$ cat config.mk
export PLATFORM = sky130hd
export DESIGN_NAME = page_bitmap_allocator_top
export DESIGN_NICKNAME = d
export VERILOG_FILES = /design/src/rtl/pba_pkg.sv /design/src/rtl/pba_ram.sv /design/src/rtl/pba_dp.sv /design/src/rtl/pba_ctrl.sv /design/src/rtl/page_bitmap_allocator_top.sv
export SDC_FILE = /design/constraint.sdc
export NUM_CORES = 2
export LEC_CHECK = 0
export BUFFER_PORTS_ARGS = -buffer_cell sky130_fd_sc_hd__buf_4
export CAP_MARGIN = 20
export CORE_ASPECT_RATIO = 1.75
export CORE_MARGIN = 1.5
export CORE_UTILIZATION = 25
export DETAILED_ROUTE_END_ITERATION = 10
export HOLD_SLACK_MARGIN = 0.08
export SLEW_MARGIN = 10
export SYNTH_ARGS = -nofsm -noshare
export SYNTH_HDL_FRONTEND = slang
export SYNTH_HIERARCHICAL = 1
export SYNTH_SLANG_ARGS = --single-unit
$ cat constraint.sdc
create_clock -name clk_i -period 19.57 [get_ports clk_i]
set_clock_uncertainty 0.1 [all_clocks]
set_input_delay 0.9785 -clock clk_i [delete_from_list [all_inputs] [get_ports clk_i]]
set_output_delay 0.9785 -clock clk_i [all_outputs]
set_load 0.02 [all_outputs]
$ cat src/rtl/pba_pkg.sv
// ----------------------------------------------------------------------------
// pba_pkg
// Shared types and constants for the page bitmap allocator.
// ----------------------------------------------------------------------------
package pba_pkg;

  localparam int unsigned MAP_WORDS_DEF  = 128;
  localparam int unsigned PAGE_SHIFT_DEF = 12;

  localparam int unsigned CFG_ADDR_W = 4;
  localparam logic [31:0] CFG_RESET  = 32'h8000_0000;

  typedef enum logic [1:0] {
    OP_RESERVE = 2'd0,
    OP_ALLOC   = 2'd1,
    OP_FREE    = 2'd2,
    OP_NOP     = 2'd3
  } pba_op_e;

  typedef enum logic [2:0] {
    ST_OK     = 3'd0,
    ST_OOM    = 3'd1,
    ST_RANGE  = 3'd2,
    ST_ALIGN  = 3'd3,
    ST_DOUBLE = 3'd4
  } pba_status_e;

  typedef enum logic [1:0] {
    REG_MEMORY_BASE    = 2'd0,
    REG_RESERVED_START = 2'd1,
    REG_RESERVED_END   = 2'd2
  } pba_reg_e;

  typedef struct packed {
    logic start;
    logic clr_wr;
    logic rsv_diff;
    logic rsv_clamp;
    logic rsv_wr;
    logic alc_scan;
    logic scan_rd;
    logic alc_wr;
    logic alc_addr;
    logic fre_chk;
    logic fre_wr;
    logic load_out;
  } pba_cmd_t;

  typedef struct packed {
    logic clr_done;
    logic rsv_empty;
    logic rsv_last;
    logic scan_hit;
    logic scan_last;
    logic chk_err;
  } pba_sts_t;

endpackage

$ cat src/rtl/pba_ram.sv
// ----------------------------------------------------------------------------
// pba_ram
// Generic single-port RAM, one write or read per cycle, registered read.
// ----------------------------------------------------------------------------
module pba_ram #(
  parameter int unsigned WIDTH = 32,
  parameter int unsigned DEPTH = 128,
  parameter int unsigned AW    = (DEPTH > 1) ? $clog2(DEPTH) : 1
) (
  input  logic             clk_i,
  input  logic             we_i,
  input  logic [AW-1:0]    addr_i,
  input  logic [WIDTH-1:0] wdata_i,
  output logic [WIDTH-1:0] rdata_o
);

  logic [WIDTH-1:0] mem_q [DEPTH];
  logic [WIDTH-1:0] rdata_q;

  always_ff @(posedge clk_i) begin
    if (we_i) begin
      mem_q[addr_i] <= wdata_i;
    end
    rdata_q <= mem_q[addr_i];
  end

  assign rdata_o = rdata_q;

endmodule

$ cat src/rtl/pba_dp.sv
// ----------------------------------------------------------------------------
// pba_dp
// Allocator datapath: bitmap RAM, full-word summary, range math, results.
// ----------------------------------------------------------------------------
module pba_dp import pba_pkg::*; #(
  parameter int unsigned MAP_WORDS  = MAP_WORDS_DEF,
  parameter int unsigned PAGE_SHIFT = PAGE_SHIFT_DEF
) (
  input  logic        clk_i,
  input  logic        rst_ni,
  input  pba_cmd_t    cmd_i,
  output pba_sts_t    sts_o,
  input  logic [31:0] address_i,
  input  logic [31:0] memory_base_i,
  input  logic [31:0] reserved_start_i,
  input  logic [31:0] reserved_end_i,
  output logic [31:0] page_address_o,
  output logic [2:0]  status_o
);

  localparam int unsigned WORD_W = (MAP_WORDS > 1) ? $clog2(MAP_WORDS) : 1;
  localparam int unsigned PAGE_W = WORD_W + 5;
  localparam int unsigned NGRP   = (MAP_WORDS + 31) / 32;
  localparam int unsigned GRP_W  = (NGRP > 1) ? $clog2(NGRP) : 1;

  localparam logic [32:0]       TOTAL_PAGES = 33'(MAP_WORDS) * 33'd32;
  localparam logic [32:0]       MAX_PAGE    = TOTAL_PAGES - 33'd1;
  localparam logic [31:0]       PAGE_MASK   = (32'd1 << PAGE_SHIFT) - 32'd1;
  localparam logic [WORD_W-1:0] LAST_WORD   = WORD_W'(MAP_WORDS - 1);
  localparam logic [GRP_W-1:0]  LAST_GRP    = GRP_W'(NGRP - 1);
  localparam logic [31:0]       ONES        = 32'hFFFF_FFFF;
  localparam logic [31:0]       ONE         = 32'd1;

  function automatic logic [4:0] lowest_zero(input logic [31:0] w);
    logic [4:0] idx;
    idx = 5'd0;
    for (int i = 31; i >= 0; i--) begin
      if (!w[i]) idx = 5'(i);
    end
    return idx;
  endfunction

  logic [31:0]        addr_q;
  logic [31:0]        d_start_q, d_end_q;
  logic [PAGE_W-1:0]  first_q, last_q;
  logic [WORD_W-1:0]  word_q;
  logic [4:0]         bit_q;
  logic [GRP_W-1:0]   grp_q;
  logic [MAP_WORDS-1:0] full_q;
  logic [31:0]        res_addr_q, out_addr_q;
  pba_status_e        res_status_q, out_status_q;

  logic [31:0]        d_start, d_end;
  logic [32:0]        first_pg, last_raw, last_pg;
  logic [4:0]         mask_lo, mask_hi;
  logic [31:0]        rsv_mask;
  logic [NGRP*32-1:0] full_pad;
  logic [31:0]        grp_slice;
  logic [4:0]         scan_bit;
  logic [GRP_W+4:0]   scan_cat;
  logic [WORD_W-1:0]  scan_word;
  logic [31:0]        fre_off;
  logic [32:0]        fre_pg;
  logic               fre_range, fre_misal;
  logic [4:0]         rd_bit;
  logic [63:0]        page_off;
  logic               ram_we;
  logic [WORD_W-1:0]  ram_addr;
  logic [31:0]        ram_wdata, ram_rdata;

  // reserve range
  assign d_start  = reserved_start_i - memory_base_i;
  assign d_end    = reserved_end_i - memory_base_i + PAGE_MASK;
  assign first_pg = {1'b0, d_start_q} >> PAGE_SHIFT;
  assign last_raw = {1'b0, d_end_q} >> PAGE_SHIFT;
  assign last_pg  = (last_raw >= TOTAL_PAGES) ? MAX_PAGE : last_raw;

  assign mask_lo  = (word_q == first_q[PAGE_W-1:5]) ? first_q[4:0] : 5'd0;
  assign mask_hi  = (word_q == last_q[PAGE_W-1:5]) ? last_q[4:0] : 5'd31;
  assign rsv_mask = (ONES << mask_lo) & (ONES >> (5'd31 - mask_hi));

  // free-word search, one group of 32 words a cycle
  always_comb begin
    full_pad = '1;
    full_pad[MAP_WORDS-1:0] = full_q;
  end
  assign grp_slice = full_pad[grp_q*32 +: 32];
  assign scan_bit  = lowest_zero(grp_slice);
  assign scan_cat  = {grp_q, scan_bit};
  assign scan_word = scan_cat[WORD_W-1:0];

  // free checks
  assign fre_off   = addr_q - memory_base_i;
  assign fre_pg    = {1'b0, fre_off} >> PAGE_SHIFT;
  assign fre_range = (addr_q < memory_base_i) || (fre_pg >= TOTAL_PAGES);
  assign fre_misal = (addr_q & PAGE_MASK) != 32'd0;

  assign rd_bit   = lowest_zero(ram_rdata);
  assign page_off = 64'({word_q, bit_q}) << PAGE_SHIFT;

  assign ram_addr = cmd_i.scan_rd ? scan_word : word_q;

  always_comb begin
    ram_we    = 1'b0;
    ram_wdata = ram_rdata;
    if (cmd_i.clr_wr) begin
      ram_we    = 1'b1;
      ram_wdata = '0;
    end else if (cmd_i.rsv_wr) begin
      ram_we    = 1'b1;
      ram_wdata = ram_rdata | rsv_mask;
    end else if (cmd_i.alc_wr) begin
      ram_we    = 1'b1;
      ram_wdata = ram_rdata | (ONE << rd_bit);
    end else if (cmd_i.fre_wr) begin
      ram_we    = ram_rdata[bit_q];
      ram_wdata = ram_rdata & ~(ONE << bit_q);
    end
  end

  pba_ram #(
    .WIDTH(32),
    .DEPTH(MAP_WORDS),
    .AW   (WORD_W)
  ) u_ram (
    .clk_i  (clk_i),
    .we_i   (ram_we),
    .addr_i (ram_addr),
    .wdata_i(ram_wdata),
    .rdata_o(ram_rdata)
  );

  always_ff @(posedge clk_i or negedge rst_ni) begin
    if (!rst_ni) begin
      word_q <= '0;
      grp_q  <= '0;
      full_q <= '0;
    end else begin
      if (cmd_i.clr_wr || cmd_i.rsv_wr) begin
        word_q <= word_q + WORD_W'(1);
      end else if (cmd_i.rsv_clamp) begin
        word_q <= first_pg[PAGE_W-1:5];
      end else if (cmd_i.alc_scan && sts_o.scan_hit) begin
        word_q <= scan_word;
      end else if (cmd_i.fre_chk) begin
        word_q <= fre_pg[PAGE_W-1:5];
      end
      if (cmd_i.start) begin
        grp_q <= '0;
      end else if (cmd_i.alc_scan && !sts_o.scan_hit) begin
        grp_q <= grp_q + GRP_W'(1);
      end
      if (ram_we) begin
        full_q[word_q] <= &ram_wdata;
      end
    end
  end

  always_ff @(posedge clk_i) begin
    if (cmd_i.start) begin
      addr_q       <= address_i;
      res_addr_q   <= '0;
      res_status_q <= ST_OK;
    end
    if (cmd_i.rsv_diff) begin
      d_start_q <= d_start;
      d_end_q   <= d_end;
    end
    if (cmd_i.rsv_clamp) begin
      first_q <= first_pg[PAGE_W-1:0];
      last_q  <= last_pg[PAGE_W-1:0];
    end
    if (cmd_i.alc_scan && !sts_o.scan_hit && sts_o.scan_last) begin
      res_status_q <= ST_OOM;
    end
    if (cmd_i.alc_wr) begin
      bit_q <= rd_bit;
    end
    if (cmd_i.alc_addr) begin
      res_addr_q <= memory_base_i + page_off[31:0];
    end
    if (cmd_i.fre_chk) begin
      bit_q <= fre_pg[4:0];
      if (fre_range) begin
        res_status_q <= ST_RANGE;
      end else if (fre_misal) begin
        res_status_q <= ST_ALIGN;
      end
    end
    if (cmd_i.fre_wr && !ram_rdata[bit_q]) begin
      res_status_q <= ST_DOUBLE;
    end
    if (cmd_i.load_out) begin
      out_addr_q   <= res_addr_q;
      out_status_q <= res_status_q;
    end
  end

  always_comb begin
    sts_o           = '0;
    sts_o.clr_done  = (word_q == LAST_WORD);
    sts_o.rsv_empty = (first_pg > last_pg);
    sts_o.rsv_last  = (word_q == last_q[PAGE_W-1:5]);
    sts_o.scan_hit  = ~&grp_slice;
    sts_o.scan_last = (grp_q == LAST_GRP);
    sts_o.chk_err   = fre_range || fre_misal;
  end

  assign page_address_o = out_addr_q;
  assign status_o       = out_status_q;

endmodule

$ cat src/rtl/pba_ctrl.sv
// ----------------------------------------------------------------------------
// pba_ctrl
// Allocator sequencer: clearing pass, per-operation steps, result handoff.
// ----------------------------------------------------------------------------
module pba_ctrl import pba_pkg::*; (
  input  logic       clk_i,
  input  logic       rst_ni,
  input  logic       in_valid_i,
  output logic       in_ready_o,
  input  logic [1:0] operation_i,
  output logic       out_valid_o,
  input  logic       out_ready_i,
  output pba_cmd_t   cmd_o,
  input  pba_sts_t   sts_i
);

  typedef enum logic [12:0] {
    S_CLEAR     = 13'b0_0000_0000_0001,
    S_IDLE      = 13'b0_0000_0000_0010,
    S_RSV_DIFF  = 13'b0_0000_0000_0100,
    S_RSV_CLAMP = 13'b0_0000_0000_1000,
    S_RSV_RD    = 13'b0_0000_0001_0000,
    S_RSV_WR    = 13'b0_0000_0010_0000,
    S_ALC_SCAN  = 13'b0_0000_0100_0000,
    S_ALC_WR    = 13'b0_0000_1000_0000,
    S_ALC_ADDR  = 13'b0_0001_0000_0000,
    S_FRE_CHK   = 13'b0_0010_0000_0000,
    S_FRE_RD    = 13'b0_0100_0000_0000,
    S_FRE_WR    = 13'b0_1000_0000_0000,
    S_RESP      = 13'b1_0000_0000_0000
  } state_e;

  state_e state_q, state_d;
  logic   out_valid_q, out_valid_d;

  always_comb begin
    state_d    = state_q;
    cmd_o      = '0;
    in_ready_o = 1'b0;
    unique case (state_q)
      S_CLEAR: begin
        cmd_o.clr_wr = 1'b1;
        if (sts_i.clr_done) state_d = S_IDLE;
      end
      S_IDLE: begin
        in_ready_o  = 1'b1;
        cmd_o.start = in_valid_i;
        if (in_valid_i) begin
          unique case (pba_op_e'(operation_i))
            OP_RESERVE: state_d = S_RSV_DIFF;
            OP_ALLOC:   state_d = S_ALC_SCAN;
            OP_FREE:    state_d = S_FRE_CHK;
            OP_NOP:     state_d = S_RESP;
            default:    state_d = S_RESP;
          endcase
        end
      end
      S_RSV_DIFF: begin
        cmd_o.rsv_diff = 1'b1;
        state_d        = S_RSV_CLAMP;
      end
      S_RSV_CLAMP: begin
        cmd_o.rsv_clamp = 1'b1;
        state_d         = sts_i.rsv_empty ? S_RESP : S_RSV_RD;
      end
      S_RSV_RD: begin
        state_d = S_RSV_WR;
      end
      S_RSV_WR: begin
        cmd_o.rsv_wr = 1'b1;
        state_d      = sts_i.rsv_last ? S_RESP : S_RSV_RD;
      end
      S_ALC_SCAN: begin
        cmd_o.alc_scan = 1'b1;
        cmd_o.scan_rd  = 1'b1;
        if (sts_i.scan_hit) begin
          state_d = S_ALC_WR;
        end else if (sts_i.scan_last) begin
          state_d = S_RESP;
        end
      end
      S_ALC_WR: begin
        cmd_o.alc_wr = 1'b1;
        state_d      = S_ALC_ADDR;
      end
      S_ALC_ADDR: begin
        cmd_o.alc_addr = 1'b1;
        state_d        = S_RESP;
      end
      S_FRE_CHK: begin
        cmd_o.fre_chk = 1'b1;
        state_d       = sts_i.chk_err ? S_RESP : S_FRE_RD;
      end
      S_FRE_RD: begin
        state_d = S_FRE_WR;
      end
      S_FRE_WR: begin
        cmd_o.fre_wr = 1'b1;
        state_d      = S_RESP;
      end
      S_RESP: begin
        if (!out_valid_q || out_ready_i) begin
          cmd_o.load_out = 1'b1;
          state_d        = S_IDLE;
        end
      end
      default: state_d = S_CLEAR;
    endcase
  end

  always_comb begin
    out_valid_d = out_valid_q;
    if (out_valid_q && out_ready_i) out_valid_d = 1'b0;
    if (cmd_o.load_out) out_valid_d = 1'b1;
  end

  always_ff @(posedge clk_i or negedge rst_ni) begin
    if (!rst_ni) begin
      state_q     <= S_CLEAR;
      out_valid_q <= 1'b0;
    end else begin
      state_q     <= state_d;
      out_valid_q <= out_valid_d;
    end
  end

  assign out_valid_o = out_valid_q;

endmodule

$ cat src/rtl/page_bitmap_allocator_top.sv
// ----------------------------------------------------------------------------
// page_bitmap_allocator_top
// Physical page allocator over a used-page bitmap held in a single-port RAM.
// ----------------------------------------------------------------------------
// After reset the bitmap is cleared by a pass over all its words, during which
// no item is accepted (register writes are). Items are handled one at a time;
// the bitmap RAM's single port and its read-modify-write set the cost: nop
// goes straight to the result, free checks the address, then reads and writes
// its word unless that check fails, allocate scans the full-word summary by
// groups, then reads and writes the word found, and reserve reads and writes
// each bitmap word its range touches. A finished result waits in an output
// register, so the next item can be taken while it is not yet consumed.
module page_bitmap_allocator_top import pba_pkg::*; #(
  parameter int unsigned MAP_WORDS  = MAP_WORDS_DEF,
  parameter int unsigned PAGE_SHIFT = PAGE_SHIFT_DEF
) (
  input  logic                  clk_i,
  input  logic                  rst_ni,
  input  logic                  psel,
  input  logic                  penable,
  input  logic                  pwrite,
  input  logic [CFG_ADDR_W-1:0] paddr,
  input  logic [31:0]           pwdata,
  output logic [31:0]           prdata,
  output logic                  pready,
  input  logic                  in_valid_i,
  output logic                  in_ready_o,
  input  logic [1:0]            operation_i,
  input  logic [31:0]           address_i,
  output logic                  out_valid_o,
  input  logic                  out_ready_i,
  output logic [31:0]           page_address_o,
  output logic [2:0]            status_o
);

  logic [31:0] memory_base_q, reserved_start_q, reserved_end_q;
  logic        cfg_wr;
  pba_reg_e    cfg_idx;
  pba_cmd_t    cmd;
  pba_sts_t    sts;

  assign pready  = 1'b1;
  assign cfg_wr  = psel && penable && pwrite && pready;
  assign cfg_idx = pba_reg_e'(paddr[3:2]);

  always_ff @(posedge clk_i or negedge rst_ni) begin
    if (!rst_ni) begin
      memory_base_q    <= CFG_RESET;
      reserved_start_q <= CFG_RESET;
      reserved_end_q   <= CFG_RESET;
    end else if (cfg_wr) begin
      unique case (cfg_idx)
        REG_MEMORY_BASE:    memory_base_q    <= pwdata;
        REG_RESERVED_START: reserved_start_q <= pwdata;
        REG_RESERVED_END:   reserved_end_q   <= pwdata;
        default: ;
      endcase
    end
  end

  always_comb begin
    unique case (cfg_idx)
      REG_MEMORY_BASE:    prdata = memory_base_q;
      REG_RESERVED_START: prdata = reserved_start_q;
      REG_RESERVED_END:   prdata = reserved_end_q;
      default:            prdata = '0;
    endcase
  end

  pba_ctrl u_ctrl (
    .clk_i      (clk_i),
    .rst_ni     (rst_ni),
    .in_valid_i (in_valid_i),
    .in_ready_o (in_ready_o),
    .operation_i(operation_i),
    .out_valid_o(out_valid_o),
    .out_ready_i(out_ready_i),
    .cmd_o      (cmd),
    .sts_i      (sts)
  );

  pba_dp #(
    .MAP_WORDS (MAP_WORDS),
    .PAGE_SHIFT(PAGE_SHIFT)
  ) u_dp (
    .clk_i           (clk_i),
    .rst_ni          (rst_ni),
    .cmd_i           (cmd),
    .sts_o           (sts),
    .address_i       (address_i),
    .memory_base_i   (memory_base_q),
    .reserved_start_i(reserved_start_q),
    .reserved_end_i  (reserved_end_q),
    .page_address_o  (page_address_o),
    .status_o        (status_o)
  );

`ifndef SYNTHESIS
  a_one_item: assert property (@(posedge clk_i) disable iff (!rst_ni)
    (in_valid_i && in_ready_o) |=> !in_ready_o)
    else $error("second beat accepted while an item is in work");

  a_addr_only_ok: assert property (@(posedge clk_i) disable iff (!rst_ni)
    (out_valid_o && (status_o != ST_OK)) |-> (page_address_o == 32'd0))
    else $error("nonzero page address with error status");

  a_no_overwrite: assert property (@(posedge clk_i) disable iff (!rst_ni)
    cmd.load_out |-> (!out_valid_o || out_ready_i))
    else $error("result register loaded over an untaken beat");
`endif

endmodule
==> results.md <==
* Status: finished, final reports clean
* TritonCTS clock tree: built
* Clock-pin slew on the worst setup and hold paths at 70 ps
* Startpoint types: register
* Post-Syn Area per Cell at 15.9 um^2
* Min cycle time layout at 9800 ps
* Peak VDD IR at 0.000166 V
* Post-layout nets at 12,000
* Fmax at 102 MHz
* Routed Wire Length at 688,000 um
* Internal cell power at 20.1 mW
* GRT overflow at 0
* Number of flops mapped to enable cells by yosys at 4,264
* Pre-antenna DRT Iters at 9
* Per-cell routed wire length at 31.0 um
* Multi-input gate area at 0.0474 mm^2
* GP Congestion at 0.956
* Crit. Startpoint: u_dp/grp_q[0]$_DFFE_PN0P_
* Most common cell in the synthesized netlist: edfxtp_1
* Top FF cell, synth: edfxtp_1
* Hold wc startpoint: pwdata[20]
* Dpl cell area at 0.200 mm^2
* Clock share of power at 24.0%
* Yosys Warn Count at 6
* Drc violations at 0
* CP endpoint kind: register
* Port Buffers at 143
* Required @ worst endpoint at 20,350 ps
* Pins over their slew limit at 0
* Count of final setup violators at 0
* H-Tree Depth at 5
* Clk sink count at 4,546
* Post-Syn Area at 0.185 mm^2
* Syn-to-layout area delta at 15.9%
* Setup TNS at 0 ps
* Largest net degree at the start of global routing at 129
* Synth async-reset ratio at 5.43%
* Via count at 120,000
* Cell count after synthesis at 11,600
* Die height at 1140 um
* Switching portion of total power at 41.0%
* Area leader, netlist: edfxtp_1
* Total power at 34.1 mW
* Max-cap violations at 0
* FF+latch area at 0.135 mm^2
* Slew margin rel. at 2.63%
* Total track usage at 17.7%
* CP Class: reg2reg
* Die ar. at 0.746 mm^2
* P_sw at 14.0 mW
* Placed Cells at 21,200
* CP max FO at 56
* Vias in the first global route at 115,000
* Hold Vio Cnt, Final at 0
* First-pass GRT wire length at 940,000 um
* Rows at 418
* # IOs at 147
* Unrepaired setup endpoints after global routing: false
* Layout fillers at 73,100
* Top cell type's share of synthesized area at 69.2%
* Combinational share of power at 38.5%
* Yosys reg bits at 4,546
* Top cells by count, synth: edfxtp_1, a221oi_1, o21ai_0
* Number of antenna-violating nets in the routed design at 0
* Iteration-0 DRC Markers at 17,200
* CTS buffer count at 385
* Initial core utilization at 25.1%
* Clock latency on the worst-skew pair at 1010 ps
* Crit share post-route at 50.1%
* Post-synthesis sequential area ratio at 72.9%
* Vias/cell at 5.41
* Sequential share of power at 37.5%
* Design area at 0.215 mm^2
* Core area at 0.739 mm^2
* Die Wd at 654 um
* Share of cells above drive strength 1 at 18.1%
* Worst Tran Pin Value at 1460 ps
* Ranking of synthesized cells by area: edfxtp_1, a221oi_1, dfrtp_1, mux2_2, a22oi_1
* Worst hold path class: in2reg
* Post-CTS Setup Bufs at 0
* Final HPWL DP at 419,000 um
* Final Util at 29.1%
* Non-filler cells, final at 22,200
* P_leak at 67.6 nW
* Antenna violations before repair at 88
* Max Root-Sink Buffers at 4
* Crit path DAT at 10,580 ps
* Reg-to-Reg Start: u_dp/grp_q[0]$_DFFE_PN0P_
* Pwr Density at 159 mW/mm^2
* Clk root buf: clkbuf_16
* Synth unique cells at 117
cells in the final DEF (no fill, tap or decap), types with 56 or more instances in the layout:
master	count
a22oi_1	469
o22ai_1	176
clkinv_2	85
xnor2_1	59
clkinv_1	67
nor2b_1	123
inv_1	107
mux2_2	345
mux4_2	112
nand2_1	415
nor2_4	134
clkbuf_1	65
nand3_1	85
o21ai_0	530
dfrtp_1	242
a221o_1	65
clkbuf_16	391
o41ai_2	106
a211oi_1	58
mux2i_1	161
nor3_1	106
a21oi_1	535
or3_1	136
diode_2	217
buf_4	625
edfxtp_1	4264
a221oi_1	852
nand4_1	68
nor2_1	279
ha_1	154
bufinv_16	56
power by group through the flow:
| stage | Sequential [mW] | Combinational (mW) | Clock (mW) |
|---|---|---|---|
| 6_report | 12.8 | 13.1 | 8.17 |
| 5_1_grt | 12.8 | 13.3 | 8.57 |
| 4_1_cts | 12.8 | 12.6 | 8.25 |
| 3_5_place_dp | 13.0 | 12.5 | 0 |
| 3_3_place_gp | 13.0 | 12.4 | 0 |
| 2_1_floorplan | 13.1 | 6.24 | 0 |
registers in the layout, indices dropped and copies added, names as in the netlist, 13 cells and up:
name	cells
memory_base_q	32
reserved_end_q	32
reserved_start_q	32
u_ctrl/state_q	13
u_dp/addr_q	32
u_dp/d_end_q	20
u_dp/d_start_q	20
u_dp/full_pad	128
u_dp/page_address_o	32
u_dp/res_addr_q	32
u_dp/u_ram/mem_q	4096
u_dp/u_ram/rdata_o	32
final timing paths:
| path | to | slack, ps | cells after the start |
|---|---|---|---|
| max | u_dp/u_ram/rdata_o[0]$_DFF_P_ | 9770 | 23 |
| min | reserved_start_q[20]$_DFFE_PN0P_ | 170 | 2 |
| max reg2reg | u_dp/u_ram/rdata_o[0]$_DFF_P_ | 9770 | 23 |
| min reg2reg | u_dp/page_address_o[24]$_DFFE_PP_ | 310 | 0 |
| max in group asynchronous | memory_base_q[27]$_DFFE_PN0P_ | 16240 | 4 |
| min in group asynchronous | u_dp/full_pad[32]$_DFFE_PN0P_ | 580 | 2 |
kinds of logic after synthesis:
kind of cell	count (synthesis)	synth area share (%)
other	2	0.00406
AO/OA/AOI/OAI	3449	13.9
AND/OR/NAND/NOR	1696	4.66
flip-flops	4546	72.9
XOR/XNOR	80	0.378
buffers and inverters	1037	2.50
adder cells (fa/ha/maj)	155	1.05
multiplexers	655	4.62
layout make-up:
type | count | area share, %
sequential | 4546 | 62.9
multi-input combinational | 6044 | 22.1
tap | 9870 | 5.75
clock buffer | 463 | 4.71
timing repair buffer | 706 | 2.72
clock inverter | 260 | 1.43
antenna | 217 | 0.253
inverter | 116 | 0.215
worst max-delay path, cell delays in order (launching register included):
cell and delay [ps]:
dfrtp_2 340, buf_4 640, mux4_2 650, nand2b_1 160
a21boi_0 210, o21ai_0 110, a31oi_1 170, o21ai_0 190
a211oi_1 340, o41ai_2 200, mux2i_4 280, buf_4 650
buf_4 540, buf_4 680, nor2b_4 70, buf_4 280
buf_4 340, buf_4 370, buf_4 390, a221oi_1 410
o22ai_1 190, a22oi_1 490, nand4_1 900, or4_1 790
stage by stage:
stage          setup WS (ps)  hold WS (ps)
5_1_grt                 9690           144
2_1_floorplan           9490           300
3_3_place_gp           10040           301
3_5_place_dp           10070           305
6_report                9770           166
4_1_cts                10080          94.2
layer usage:
layer  up-vias  wire (um)  GRT usage [%]
met5         -        177              0
met4        26      76100           17.2
met3      2027      63700           3.48
met2      7673     330000           29.2
met1     62200     218000           18.8
li1      48200          -              -
what timing repair did:
item                      CTS  global route
hold endpoints to repair  149             0
gates resized for setup     0             0
hold buffers               36             0
(Power assumes the default switching activity.)
